--- src/sv/dlr_pkg.sv ---
// ----------------------------------------------------------------------------
// dlr_pkg
// Shared types, constants and helpers for the display line refresher.
// ----------------------------------------------------------------------------
`default_nettype none

package dlr_pkg;

  localparam int DLR_STRING_LENGTH = 16;

  localparam int POS_W   = 5;
  localparam int COL_W   = 6;
  localparam int ROW_W   = 3;
  localparam int CHAR_W  = 7;
  localparam int VAL_W   = 32;
  localparam int DIG_N   = 10;
  localparam int DCNT_W  = 4;
  localparam int IN_TDATA_W  = 96;
  localparam int OUT_TDATA_W = 16;

  localparam logic [COL_W-1:0] FIRST_COLUMN = 6'd24;
  localparam logic [COL_W-1:0] BLANK_OFFSET = 6'd23;

  localparam logic [7:0] CH_ZERO  = 8'h30;
  localparam logic [7:0] CH_MINUS = 8'h2d;
  localparam logic [7:0] CH_SPACE = 8'h20;

  // floor(n / 10) == (n * DIV10_RECIP) >> DIV10_SHIFT for every 32-bit n
  localparam logic [VAL_W-1:0] DIV10_RECIP = 32'hcccc_cccd;
  localparam int               DIV10_SHIFT = 35;

  typedef logic [1:0] line_t;
  localparam line_t LINE_STEPS = 2'd0;
  localparam line_t LINE_SPEED = 2'd1;
  localparam line_t LINE_ANGLE = 2'd2;
  localparam line_t LINE_NONE  = 2'd3;

  localparam logic OP_TICK   = 1'b0;
  localparam logic OP_NOTICE = 1'b1;

  typedef enum logic [1:0] {
    ST_IDLE,
    ST_EMIT,
    ST_CONV,
    ST_WRITE
  } state_t;

  typedef enum logic [1:0] {
    DU_IDLE,
    DU_MUL,
    DU_SUB
  } du_state_t;

  typedef struct packed {
    logic             start;
    logic [VAL_W-1:0] value;
  } du_cmd_t;

  typedef struct packed {
    logic       busy;
    logic       digit_vld;
    logic       last;
    logic [3:0] digit;
  } du_stat_t;

  function automatic logic [ROW_W-1:0] line_row(input line_t line);
    logic [ROW_W-1:0] r;
    unique case (line)
      LINE_STEPS: r = 3'd5;
      LINE_SPEED: r = 3'd7;
      LINE_ANGLE: r = 3'd6;
      default:    r = 3'd5;
    endcase
    return r;
  endfunction

endpackage

`default_nettype wire

--- src/sv/dlr_text_mem.sv ---
// ----------------------------------------------------------------------------
// dlr_text_mem
// Character store for all lines: one write port, one registered read port.
// ----------------------------------------------------------------------------
`default_nettype none

module dlr_text_mem #(
  parameter int DEPTH  = 48,
  parameter int ADDR_W = 6
) (
  input  wire logic              clk,
  input  wire logic              we,
  input  wire logic [ADDR_W-1:0] waddr,
  input  wire logic [7:0]        wdata,
  input  wire logic              re,
  input  wire logic [ADDR_W-1:0] raddr,
  output logic      [7:0]        rdata
);

  logic [7:0] mem [DEPTH];

  always_ff @(posedge clk) begin
    if (we) begin
      mem[waddr] <= wdata;
    end
    if (re) begin
      rdata <= mem[raddr];
    end
  end

endmodule

`default_nettype wire

--- src/sv/dlr_digit_unit.sv ---
// ----------------------------------------------------------------------------
// dlr_digit_unit
// Shared divide-by-ten unit: peels decimal digits off a magnitude, least
// significant first, one digit per multiply-then-subtract pass.
// ----------------------------------------------------------------------------
`default_nettype none

module dlr_digit_unit
  import dlr_pkg::*;
(
  input  wire logic    clk,
  input  wire logic    rst_n,
  input  wire du_cmd_t cmd,
  output du_stat_t     stat
);

  du_state_t          state_r, state_nxt;
  logic [VAL_W-1:0]   mag_r, mag_nxt;
  logic [2*VAL_W-1:0] prod_r;
  logic [VAL_W-1:0]   quot;
  logic [VAL_W-1:0]   rem;

  assign quot = VAL_W'(prod_r[2*VAL_W-1:DIV10_SHIFT]);
  assign rem  = mag_r - ((quot << 3) + (quot << 1));

  always_comb begin
    state_nxt = state_r;
    unique case (state_r)
      DU_IDLE: if (cmd.start) state_nxt = DU_MUL;
      DU_MUL:  state_nxt = DU_SUB;
      DU_SUB:  state_nxt = (quot == '0) ? DU_IDLE : DU_MUL;
      default: state_nxt = DU_IDLE;
    endcase
  end

  always_comb begin
    mag_nxt        = mag_r;
    stat.busy      = (state_r != DU_IDLE);
    stat.digit_vld = 1'b0;
    stat.last      = 1'b0;
    stat.digit     = rem[3:0];
    unique case (state_r)
      DU_IDLE: begin
        if (cmd.start) begin
          mag_nxt = cmd.value[VAL_W-1] ? (VAL_W'(0) - cmd.value) : cmd.value;
        end
      end
      DU_MUL: begin
      end
      DU_SUB: begin
        stat.digit_vld = 1'b1;
        stat.last      = (quot == '0);
        mag_nxt        = quot;
      end
      default: begin
      end
    endcase
  end

  always_ff @(posedge clk) begin
    if (!rst_n) begin
      state_r <= DU_IDLE;
    end else begin
      state_r <= state_nxt;
    end
  end

  always_ff @(posedge clk) begin
    mag_r  <= mag_nxt;
    prod_r <= {{VAL_W{1'b0}}, mag_r} * {{VAL_W{1'b0}}, DIV10_RECIP};
  end

endmodule

`default_nettype wire

--- src/sv/display_line_refresher.sv ---
// Tick writing a character or a blank: accepted, then the emit state registers
// the result once the output is free. Do-nothing tick, every notice: no result.
// Tick that converts: the shared divide-by-ten unit produces each decimal digit,
// then each character is written to the store; ready stays low meanwhile.
// Synchronous active-low reset; strings empty, both pending flags set, steps line
// first. The character store needs no clearing: per-line lengths gate its reads.
// ----------------------------------------------------------------------------
// display_line_refresher
// Round-robin refresher of three numeric text lines, at most one character per tick.
// ----------------------------------------------------------------------------
`default_nettype none

module display_line_refresher
  import dlr_pkg::*;
#(
  parameter int STRING_LENGTH = DLR_STRING_LENGTH
) (
  input  wire logic                   clk,
  input  wire logic                   rst_n,
  input  wire logic                   in_tvalid,
  output logic                        in_tready,
  // [31:0] new_speed, [63:32] step_count, [95:64] angle_degrees
  input  wire logic [IN_TDATA_W-1:0]  in_tdata,
  // [0] op
  input  wire logic                   in_tuser,
  output logic                        out_tvalid,
  input  wire logic                   out_tready,
  // [5:0] column, [8:6] row, [15:9] character
  output logic [OUT_TDATA_W-1:0]      out_tdata
);

  localparam int DEPTH  = 3 * STRING_LENGTH;
  localparam int ADDR_W = $clog2(DEPTH);

  state_t            state_r, state_nxt;
  line_t             line_sel_r, line_sel_nxt;
  line_t             cur_line_r, cur_line_nxt;
  logic [POS_W-1:0]  wpos_r [3];
  logic [POS_W-1:0]  wpos_nxt [3];
  logic [POS_W-1:0]  slen_r [3];
  logic [POS_W-1:0]  slen_nxt [3];
  logic [POS_W-1:0]  clen_r [3];
  logic [POS_W-1:0]  clen_nxt [3];
  logic              steps_pend_r, steps_pend_nxt;
  logic              angle_pend_r, angle_pend_nxt;
  logic [VAL_W-1:0]  speed_r, speed_nxt;
  logic              neg_r, neg_nxt;
  logic [3:0]        dig_r [DIG_N];
  logic [3:0]        dig_nxt [DIG_N];
  logic [DCNT_W-1:0] dcnt_r, dcnt_nxt;
  logic [POS_W-1:0]  wr_pos_r, wr_pos_nxt;
  logic [COL_W-1:0]  res_col_r, res_col_nxt;
  logic [ROW_W-1:0]  res_row_r, res_row_nxt;
  logic              use_mem_r, use_mem_nxt;
  logic              out_tvalid_r, out_tvalid_nxt;
  logic [OUT_TDATA_W-1:0] out_tdata_r, out_tdata_nxt;

  logic              in_xfer;
  logic              notice;
  logic              tick;
  line_t             line;
  logic [POS_W-1:0]  idx;
  logic [POS_W-1:0]  last;
  logic              empty;
  logic              pend;
  logic              do_conv;
  logic              do_blank;
  logic              do_char;
  logic [VAL_W-1:0]  conv_val;
  logic              emit_go;
  logic              write_done;
  logic [CHAR_W-1:0] emit_char;
  logic [7:0]        wr_char;

  logic              mem_we;
  logic [ADDR_W-1:0] mem_waddr;
  logic              mem_re;
  logic [ADDR_W-1:0] mem_raddr;
  logic [7:0]        mem_rdata;

  du_cmd_t           du_cmd;
  du_stat_t          du_stat;

  assign in_tready  = (state_r == ST_IDLE);
  assign out_tvalid = out_tvalid_r;
  assign out_tdata  = out_tdata_r;

  // ---- decode of the current transfer ----
  always_comb begin
    in_xfer  = in_tvalid && in_tready;
    notice   = in_xfer && (in_tuser == OP_NOTICE);
    tick     = in_xfer && (in_tuser == OP_TICK) && (line_sel_r != LINE_NONE);
    line     = line_sel_r;
    idx      = '0;
    last     = '0;
    empty    = 1'b1;
    pend     = 1'b0;
    conv_val = speed_r;
    if (line_sel_r != LINE_NONE) begin
      idx   = wpos_r[line_sel_r];
      last  = slen_r[line_sel_r];
      empty = (idx >= clen_r[line_sel_r]);
      pend  = (line_sel_r == LINE_STEPS) ? steps_pend_r : angle_pend_r;
    end
    unique case (line_sel_r)
      LINE_STEPS: conv_val = in_tdata[63:32];
      LINE_ANGLE: conv_val = in_tdata[95:64];
      default:    conv_val = speed_r;
    endcase
    do_conv    = tick && empty && (idx >= last) && pend;
    do_blank   = tick && empty && (idx < last);
    do_char    = tick && !empty;
    emit_go    = !out_tvalid_r || out_tready;
    write_done = !neg_r && (dcnt_r == DCNT_W'(1));
    emit_char  = use_mem_r ? mem_rdata[CHAR_W-1:0] : CH_SPACE[CHAR_W-1:0];
    wr_char    = neg_r ? CH_MINUS : (CH_ZERO + 8'(dig_r[dcnt_r - DCNT_W'(1)]));
  end

  // ---- next state ----
  always_comb begin
    state_nxt = state_r;
    unique case (state_r)
      ST_IDLE: begin
        if (do_conv) begin
          state_nxt = ST_CONV;
        end else if (do_blank || do_char) begin
          state_nxt = ST_EMIT;
        end
      end
      ST_EMIT:  if (emit_go) state_nxt = ST_IDLE;
      ST_CONV:  if (du_stat.digit_vld && du_stat.last) state_nxt = ST_WRITE;
      ST_WRITE: if (write_done) state_nxt = ST_IDLE;
      default:  state_nxt = ST_IDLE;
    endcase
  end

  // ---- datapath and outputs ----
  always_comb begin
    line_sel_nxt   = line_sel_r;
    cur_line_nxt   = cur_line_r;
    wpos_nxt       = wpos_r;
    slen_nxt       = slen_r;
    clen_nxt       = clen_r;
    steps_pend_nxt = steps_pend_r;
    angle_pend_nxt = angle_pend_r;
    speed_nxt      = speed_r;
    neg_nxt        = neg_r;
    dig_nxt        = dig_r;
    dcnt_nxt       = dcnt_r;
    wr_pos_nxt     = wr_pos_r;
    res_col_nxt    = res_col_r;
    res_row_nxt    = res_row_r;
    use_mem_nxt    = use_mem_r;
    out_tvalid_nxt = out_tvalid_r && !out_tready;
    out_tdata_nxt  = out_tdata_r;
    mem_we         = 1'b0;
    mem_waddr      = ADDR_W'(cur_line_r) * ADDR_W'(STRING_LENGTH) + ADDR_W'(wr_pos_r);
    mem_re         = do_char;
    mem_raddr      = ADDR_W'(line) * ADDR_W'(STRING_LENGTH) + ADDR_W'(idx);
    du_cmd.start   = do_conv;
    du_cmd.value   = conv_val;

    unique case (state_r)
      ST_IDLE: begin
        if (notice) begin
          speed_nxt      = in_tdata[31:0];
          steps_pend_nxt = 1'b1;
          angle_pend_nxt = 1'b1;
        end else if (in_xfer) begin
          line_sel_nxt = (line == LINE_ANGLE || line == LINE_NONE) ? LINE_STEPS
                                                                   : line + 2'd1;
        end
        res_row_nxt = line_row(line);
        if (do_conv) begin
          slen_nxt[line] = idx;
          wpos_nxt[line] = '0;
          clen_nxt[line] = '0;
          cur_line_nxt   = line;
          neg_nxt        = conv_val[VAL_W-1];
          dcnt_nxt       = '0;
          wr_pos_nxt     = '0;
          if (line == LINE_STEPS) steps_pend_nxt = 1'b0;
          if (line == LINE_ANGLE) angle_pend_nxt = 1'b0;
        end else if (do_blank) begin
          res_col_nxt    = COL_W'(last) + BLANK_OFFSET;
          slen_nxt[line] = last - POS_W'(1);
          use_mem_nxt    = 1'b0;
        end else if (do_char) begin
          res_col_nxt    = COL_W'(idx) + FIRST_COLUMN;
          wpos_nxt[line] = idx + POS_W'(1);
          use_mem_nxt    = 1'b1;
        end
      end
      ST_EMIT: begin
        if (emit_go) begin
          out_tvalid_nxt = 1'b1;
          out_tdata_nxt  = {emit_char, res_row_r, res_col_r};
        end
      end
      ST_CONV: begin
        if (du_stat.digit_vld) begin
          dig_nxt[dcnt_r] = du_stat.digit;
          dcnt_nxt        = dcnt_r + DCNT_W'(1);
        end
      end
      ST_WRITE: begin
        mem_we     = 1'b1;
        wr_pos_nxt = wr_pos_r + POS_W'(1);
        if (neg_r) begin
          neg_nxt = 1'b0;
        end else begin
          dcnt_nxt = dcnt_r - DCNT_W'(1);
        end
        if (write_done) begin
          clen_nxt[cur_line_r] = wr_pos_r + POS_W'(1);
        end
      end
      default: begin
      end
    endcase
  end

  always_ff @(posedge clk) begin
    if (!rst_n) begin
      state_r      <= ST_IDLE;
      line_sel_r   <= LINE_STEPS;
      wpos_r       <= '{default: '0};
      slen_r       <= '{default: '0};
      clen_r       <= '{default: '0};
      steps_pend_r <= 1'b1;
      angle_pend_r <= 1'b1;
      speed_r      <= '0;
      out_tvalid_r <= 1'b0;
    end else begin
      state_r      <= state_nxt;
      line_sel_r   <= line_sel_nxt;
      wpos_r       <= wpos_nxt;
      slen_r       <= slen_nxt;
      clen_r       <= clen_nxt;
      steps_pend_r <= steps_pend_nxt;
      angle_pend_r <= angle_pend_nxt;
      speed_r      <= speed_nxt;
      out_tvalid_r <= out_tvalid_nxt;
    end
  end

  always_ff @(posedge clk) begin
    cur_line_r  <= cur_line_nxt;
    neg_r       <= neg_nxt;
    dig_r       <= dig_nxt;
    dcnt_r      <= dcnt_nxt;
    wr_pos_r    <= wr_pos_nxt;
    res_col_r   <= res_col_nxt;
    res_row_r   <= res_row_nxt;
    use_mem_r   <= use_mem_nxt;
    out_tdata_r <= out_tdata_nxt;
  end

  dlr_text_mem #(
    .DEPTH  (DEPTH),
    .ADDR_W (ADDR_W)
  ) u_text_mem (
    .clk   (clk),
    .we    (mem_we),
    .waddr (mem_waddr),
    .wdata (wr_char),
    .re    (mem_re),
    .raddr (mem_raddr),
    .rdata (mem_rdata)
  );

  dlr_digit_unit u_digit_unit (
    .clk   (clk),
    .rst_n (rst_n),
    .cmd   (du_cmd),
    .stat  (du_stat)
  );

  // ---- assertions ----
  a_unit_idle_when_ready: assert property (@(posedge clk) disable iff (!rst_n)
    (state_r == ST_IDLE || state_r == ST_EMIT) |-> !du_stat.busy)
    else $error("digit unit busy outside conversion");

  a_pos_within_text: assert property (@(posedge clk) disable iff (!rst_n)
    (wpos_r[0] <= clen_r[0]) && (wpos_r[1] <= clen_r[1]) && (wpos_r[2] <= clen_r[2]))
    else $error("write position beyond stored text");

  a_text_fits: assert property (@(posedge clk) disable iff (!rst_n)
    (32'(clen_r[0]) < STRING_LENGTH) && (32'(clen_r[1]) < STRING_LENGTH) &&
    (32'(clen_r[2]) < STRING_LENGTH))
    else $error("stored text longer than line");

  a_round_robin_wrap: assert property (@(posedge clk) disable iff (!rst_n)
    (in_xfer && in_tuser == OP_TICK && line_sel_r == LINE_ANGLE) |=>
    (line_sel_r == LINE_STEPS))
    else $error("line select did not wrap to steps line");

endmodule

`default_nettype wire

--- config.mk ---
export PLATFORM = sky130hd
export DESIGN_NAME = display_line_refresher
export DESIGN_NICKNAME = d
export VERILOG_FILES = /design/src/sv/dlr_pkg.sv /design/src/sv/dlr_text_mem.sv /design/src/sv/dlr_digit_unit.sv /design/src/sv/display_line_refresher.sv
export SDC_FILE = /design/constraint.sdc
export NUM_CORES = 2
export LEC_CHECK = 0
export BUFFER_PORTS_ARGS = -buffer_cell sky130_fd_sc_hd__clkbuf_2
export CORE_UTILIZATION = 52
export CTS_CLUSTER_SIZE = 28
export DETAILED_ROUTE_END_ITERATION = 16
export MAX_ROUTING_LAYER = met4
export PLACE_DENSITY = 0.69
export SLEW_MARGIN = 10
export SYNTH_ARGS = -nofsm -noshare
export SYNTH_HDL_FRONTEND = slang
export SYNTH_SLANG_ARGS = --single-unit
--- constraint.sdc ---
create_clock -name clk -period 9.2 [get_ports clk]
set_clock_uncertainty 0.15 [all_clocks]
set_input_delay 1.38 -clock clk [delete_from_list [all_inputs] [get_ports clk]]
set_output_delay 1.38 -clock clk [all_outputs]
set_load 0.03 [all_outputs]
==> flow_results.xml <==
<?xml version="1.0" encoding="UTF-8"?>
<metrics>
  <group name="sta">
    <metric name="maxSlewHeadroom" unit="">0.208</metric>
    <metric name="ratio_of_final_minimum_period_to_clock_period" unit="">0.872</metric>
    <metric name="final_hold_slack" unit="ns">0.274</metric>
    <metric name="max_freq" unit="MHz">125</metric>
    <metric name="totalNegativeSetupSlack" unit="ns">0</metric>
    <metric name="rsz0062_at_grt" unit="">no</metric>
    <metric name="pins_over_their_slew_limit" unit="">0</metric>
    <metric name="finalHoldViolations" unit="">0</metric>
    <metric name="setup_viol" unit="">0</metric>
    <metric name="worst_slew_pin_slew" unit="ns">1.19</metric>
    <metric name="post-route-min-period" unit="ns">8.02</metric>
  </group>
  <group name="detailed_routing">
    <metric name="post-route-drc-count" unit="">0</metric>
    <metric name="routed_via_density" unit="">5.75</metric>
    <metric name="drt-wirelength-per-cell" unit="µm">23.3</metric>
    <metric name="totalWireLength" unit="mm">103</metric>
    <metric name="detailedRoute.firstIterationViolations" unit="">2475</metric>
    <metric name="vias" unit="">25500</metric>
    <metric name="drt_first_pass_iters" unit="">6</metric>
    <metric name="ant_nets" unit="">0</metric>
  </group>
  <group name="finish">
    <metric name="fin_util" unit="">0.570</metric>
    <metric name="drive_above_1_share" unit="">0.0801</metric>
    <metric name="syn2layout_area_growth" unit="%">8.34</metric>
    <metric name="fillCellCount" unit="">5939</metric>
    <metric name="final_cell_count_no_fill" unit="">4434</metric>
    <metric name="finish.net_count" unit="">4319</metric>
    <metric name="antenna_cells" unit="">0</metric>
  </group>
  <group name="critical_path">
    <metric name="critical_path.most_common_cell" unit="">sky130_fd_sc_hd__fa_1</metric>
    <metric name="setup.reg_to_reg.worst_slack" unit="ns">1.18</metric>
    <metric name="crit_type" unit="">reg -&gt; reg</metric>
    <metric name="reg2reg_depth" unit="">24</metric>
    <metric name="crit-reg2reg-launch" unit="">u_digit_unit.mag_r[20]$_DFFE_PP_</metric>
    <metric name="path_max_fanout" unit="">6</metric>
    <metric name="timing.critical_path.required" unit="ns">9.55</metric>
    <metric name="crit_path_end_kind" unit="">flop</metric>
    <metric name="critPathMaxStageDelay" unit="ns">0.56</metric>
    <metric name="timing.critical_path.buf_inv" unit="">6</metric>
    <metric name="timing.critical_path.max_delay_family" unit="">adder cells</metric>
    <metric name="worstSetupStartpointType" unit="">flop</metric>
    <metric name="crit_path_cell_trace" unit="">ha_1 -&gt; inv_1 -&gt; fa_1 -&gt; inv_1 -&gt; fa_1 -&gt; inv_1 -&gt; fa_1 -&gt; inv_1 -&gt; fa_1 -&gt; fa_1 -&gt; fa_1 -&gt; inv_1 -&gt; fa_1 -&gt; inv_1 -&gt; ha_1 -&gt; nand4_1 -&gt; nor4_1 -&gt; nand2_1 -&gt; a211o_1 -&gt; a21oi_1 -&gt; o2111ai_1 -&gt; a31oi_2 -&gt; o22ai_1 -&gt; xnor2_1</metric>
    <metric name="crit-reg2reg-capture" unit="">u_digit_unit.prod_r[51]$_DFF_P_</metric>
    <metric name="cp_arrival" unit="ns">8.37</metric>
    <metric name="worst_path_max_delay_cell" unit="">sky130_fd_sc_hd__fa_1</metric>
  </group>
  <group name="yosys">
    <metric name="number_of_enable_type_register_cells_in_the_synthesized_netlist" unit="">351</metric>
    <metric name="yosysSeqAreaShare" unit="">0.349</metric>
    <metric name="mappedNetlistArea" unit="mm²">0.0368</metric>
    <metric name="synthCells" unit="">3376</metric>
    <metric name="synthesis.yosys.warnings" unit="">0</metric>
    <metric name="synthesis.area_per_instance" unit="µm²">10.9</metric>
    <metric name="synth-main-ff-cell" unit="">sky130_fd_sc_hd__edfxtp_1</metric>
    <metric name="synth-seq-cells" unit="">466</metric>
    <metric name="ys_async_sr_fraction" unit="">0</metric>
    <metric name="yosys.cell_types.count" unit="">77</metric>
  </group>
  <group name="clock_tree">
    <metric name="clockRootBuffer" unit="">sky130_fd_sc_hd__clkbuf_16</metric>
    <metric name="cts_htree_levels" unit="">2</metric>
    <metric name="cts_made_buffers" unit="">49</metric>
    <metric name="ctsResizeCount" unit="">0</metric>
    <metric name="clock_pin_transition_on_the_worst_setup_and_hold_timing_paths" unit="ns">0.06</metric>
    <metric name="post_cts.repair.setup_buffers" unit="">0</metric>
    <metric name="max-clock-path-buffers" unit="">3</metric>
    <metric name="cts.sinks" unit="">466</metric>
    <metric name="tritoncts" unit="">built</metric>
    <metric name="worst_skew_pair.late_latency" unit="ns">0.62</metric>
    <metric name="cts_hold_buf" unit="">0</metric>
  </group>
  <group name="min_path">
    <metric name="hold_class" unit="">reg -&gt; reg</metric>
    <metric name="min_path_cells" unit="">0</metric>
    <metric name="worst_case_hold_path_end_point" unit="">out_tdata[6]$_DFFE_PP_</metric>
    <metric name="hold_start" unit="">res_row_r[0]$_SDFFCE_PN1P_</metric>
  </group>
  <group name="placed_design">
    <metric name="dpl.cell_count" unit="">4343</metric>
    <metric name="place.port_buffers" unit="">115</metric>
    <metric name="gp_routability_congestion" unit="">1.03</metric>
    <metric name="place_hpwl" unit="mm">81.7</metric>
  </group>
  <group name="floorplanning">
    <metric name="die_area" unit="mm²">0.0719</metric>
    <metric name="die-width" unit="µm">268</metric>
    <metric name="row_count" unit="">97</metric>
    <metric name="dieHeight" unit="µm">268</metric>
    <metric name="io_pins" unit="">119</metric>
    <metric name="core-area" unit="mm²">0.0700</metric>
    <metric name="start_util" unit="">0.526</metric>
  </group>
  <group name="grt">
    <metric name="grt_antenna_before_repair" unit="">0</metric>
    <metric name="grt_pass1_wl" unit="mm">156</metric>
    <metric name="grt_pass1_vias" unit="">25400</metric>
    <metric name="grt_usage" unit="">0.303</metric>
    <metric name="grt_max_degree" unit="">64</metric>
    <metric name="globalRouteOverflowTotal" unit="">0</metric>
  </group>
  <group name="run">
    <metric name="maxCapViolCount" unit="">0</metric>
  </group>
  <group name="status">
    <metric name="run_status" unit="">complete, no violations</metric>
  </group>
</metrics>
state kept, by name (all words and copies together), names as in the netlist, 2 cells and up:
register and count:
dcnt_r 4, u_digit_unit.mag_r 32, wr_pos_r 5, clen_r 15, u_text_mem.mem 240, res_col_r 6
res_row_r 2, cur_line_r 2, out_tdata 13, u_digit_unit.state_r 2, line 2, u_digit_unit.prod_r 29
speed_r 32, wpos_r 15, slen_r 15, dig_r 40, u_text_mem.rdata 5, state_r 2
cell usage after synthesis, types with 5 or more instances:
master,instances,area share
sky130_fd_sc_hd__nor2b_1,36,0.0061
sky130_fd_sc_hd__a211o_1,5,0.0012
sky130_fd_sc_hd__or3_1,6,0.0010
sky130_fd_sc_hd__ha_1,377,0.13
sky130_fd_sc_hd__nor2_1,124,0.013
sky130_fd_sc_hd__nor3_1,22,0.0030
sky130_fd_sc_hd__and3_1,17,0.0029
sky130_fd_sc_hd__xor2_1,67,0.016
sky130_fd_sc_hd__a21oi_1,144,0.020
sky130_fd_sc_hd__xnor2_1,55,0.013
sky130_fd_sc_hd__mux2i_1,48,0.013
sky130_fd_sc_hd__a22o_1,29,0.0069
sky130_fd_sc_hd__nand2b_1,16,0.0027
sky130_fd_sc_hd__a21o_1,41,0.0084
sky130_fd_sc_hd__mux4_2,13,0.0080
sky130_fd_sc_hd__o21a_1,5,0.0010
sky130_fd_sc_hd__o21ai_0,111,0.015
sky130_fd_sc_hd__a31o_2,6,0.0014
sky130_fd_sc_hd__nand3_1,75,0.010
sky130_fd_sc_hd__a22oi_1,12,0.0024
sky130_fd_sc_hd__buf_1,10,0.0010
sky130_fd_sc_hd__nand2_1,297,0.030
sky130_fd_sc_hd__o221ai_1,34,0.0081
sky130_fd_sc_hd__clkbuf_1,73,0.0074
sky130_fd_sc_hd__a31oi_1,31,0.0053
sky130_fd_sc_hd__o22ai_1,34,0.0058
sky130_fd_sc_hd__nor4_1,10,0.0017
sky130_fd_sc_hd__edfxtp_1,351,0.29
sky130_fd_sc_hd__a211oi_1,8,0.0016
sky130_fd_sc_hd__o21ai_1,7,0.00095
sky130_fd_sc_hd__dfxtp_1,115,0.063
sky130_fd_sc_hd__o211ai_1,15,0.0031
sky130_fd_sc_hd__a21boi_0,46,0.0094
sky130_fd_sc_hd__fa_1,387,0.21
sky130_fd_sc_hd__or2_2,11,0.0019
sky130_fd_sc_hd__o21bai_1,6,0.0012
sky130_fd_sc_hd__buf_2,28,0.0038
sky130_fd_sc_hd__nand4_1,22,0.0037
sky130_fd_sc_hd__a41oi_1,5,0.0012
sky130_fd_sc_hd__a32oi_1,9,0.0021
sky130_fd_sc_hd__and2_1,28,0.0048
sky130_fd_sc_hd__inv_1,577,0.059
sky130_fd_sc_hd__buf_4,7,0.0014
layer usage:
metal  wire, µm  vias to the layer above  track usage
met5          0                        -            -
met4       3270                        0       0.0876
met3       9090                      163       0.0570
met2      45800                     1062        0.445
met1      45000                    12700        0.429
li1           -                    11600            -
how the worst max path moves through the flow:
stage | startpoint | end | slack, ns | cells after the start
floorplan | u_digit_unit.mag_r[19]$_DFFE_PP_ | u_digit_unit.prod_r[51]$_DFF_P_ | 2.31 | 24
global placement | u_digit_unit.mag_r[20]$_DFFE_PP_ | u_digit_unit.prod_r[51]$_DFF_P_ | 1.35 | 24
detailed placement | u_digit_unit.mag_r[20]$_DFFE_PP_ | u_digit_unit.prod_r[51]$_DFF_P_ | 1.27 | 24
CTS | u_digit_unit.mag_r[20]$_DFFE_PP_ | u_digit_unit.prod_r[51]$_DFF_P_ | 1.24 | 24
global route | u_digit_unit.mag_r[20]$_DFFE_PP_ | u_digit_unit.prod_r[51]$_DFF_P_ | 0.89 | 24
finish | u_digit_unit.mag_r[20]$_DFFE_PP_ | u_digit_unit.prod_r[51]$_DFF_P_ | 1.18 | 24
area by class of cell:
type                       instances  area (µm²)  share of cell area
clock buffer                      65        1330              0.0333
clock inverter                    26         190             0.00477
inverter                         579        2170              0.0545
multi-input combinational       2211       21400               0.536
sequential                       466       12800               0.322
tap                              940        1180              0.0295
timing repair buffer             147         816              0.0204
cell usage in the layout (no fill, tap or decap), types with 16 or more instances in the layout:
master                      synthesis  routed
sky130_fd_sc_hd__a21boi_0          46      46
sky130_fd_sc_hd__a21o_1            41      41
sky130_fd_sc_hd__a21oi_1          144     143
sky130_fd_sc_hd__a22o_1            29      29
sky130_fd_sc_hd__a31oi_1           31      31
sky130_fd_sc_hd__and2_1            28      28
sky130_fd_sc_hd__and3_1            17      17
sky130_fd_sc_hd__buf_4              7      32
sky130_fd_sc_hd__clkbuf_16          0      50
sky130_fd_sc_hd__clkbuf_2           0     115
sky130_fd_sc_hd__dfxtp_1          115     115
sky130_fd_sc_hd__edfxtp_1         351     351
sky130_fd_sc_hd__fa_1             387     387
sky130_fd_sc_hd__ha_1             377     375
sky130_fd_sc_hd__inv_1            577     575
sky130_fd_sc_hd__mux2i_1           48      48
sky130_fd_sc_hd__nand2_1          297     297
sky130_fd_sc_hd__nand2b_1          16      16
sky130_fd_sc_hd__nand3_1           75      75
sky130_fd_sc_hd__nand4_1           22      22
sky130_fd_sc_hd__nor2_1           124     121
sky130_fd_sc_hd__nor2b_1           36      35
sky130_fd_sc_hd__nor3_1            22      22
sky130_fd_sc_hd__o21ai_0          111     111
sky130_fd_sc_hd__o221ai_1          34      31
sky130_fd_sc_hd__o22ai_1           34      34
sky130_fd_sc_hd__xnor2_1           55      55
sky130_fd_sc_hd__xor2_1            67      67
cell families (layout without fill, tap and decap cells):
| family | after synthesis | after routing | share of synthesized area |
|---|---|---|---|
| simple gates | 685 | 685 | 0.0863 |
| other cells | 2 | 3 | 0.000204 |
| flops | 466 | 466 | 0.349 |
| compound gates | 573 | 573 | 0.102 |
| xor+xnor | 122 | 122 | 0.0290 |
| buf+inv | 700 | 817 | 0.0736 |
| mux | 64 | 64 | 0.0219 |
| fa+ha+maj | 764 | 764 | 0.338 |
metrics by stage:
| stage | setup slack [ns] | area (µm²) |
|---|---|---|
| detailed placement | 1.27 | 38400 |
| finish | 1.18 | 39900 |
| CTS | 1.24 | 39900 |
| global placement | 1.35 | 38400 |
| floorplan | 2.31 | 36800 |
| global route | 0.894 | 39900 |
worst register-to-register path, stage by stage, from the launching register on:
cell,delay [ns]
sky130_fd_sc_hd__edfxtp_1,0.50
sky130_fd_sc_hd__ha_1,0.52
sky130_fd_sc_hd__inv_1,0.14
sky130_fd_sc_hd__fa_1,0.53
sky130_fd_sc_hd__inv_1,0.06
sky130_fd_sc_hd__fa_1,0.49
sky130_fd_sc_hd__inv_1,0.05
sky130_fd_sc_hd__fa_1,0.50
sky130_fd_sc_hd__inv_1,0.05
sky130_fd_sc_hd__fa_1,0.56
sky130_fd_sc_hd__fa_1,0.45
sky130_fd_sc_hd__fa_1,0.49
sky130_fd_sc_hd__inv_1,0.05
sky130_fd_sc_hd__fa_1,0.47
sky130_fd_sc_hd__inv_1,0.05
sky130_fd_sc_hd__ha_1,0.37
sky130_fd_sc_hd__nand4_1,0.37
sky130_fd_sc_hd__nor4_1,0.48
sky130_fd_sc_hd__nand2_1,0.11
sky130_fd_sc_hd__a211o_1,0.28
sky130_fd_sc_hd__a21oi_1,0.38
sky130_fd_sc_hd__o2111ai_1,0.23
sky130_fd_sc_hd__a31oi_2,0.34
sky130_fd_sc_hd__o22ai_1,0.15
sky130_fd_sc_hd__xnor2_1,0.14
Power is not shown: default switching activity piles up to over one toggle a cycle in this logic, so the estimate is an artifact.
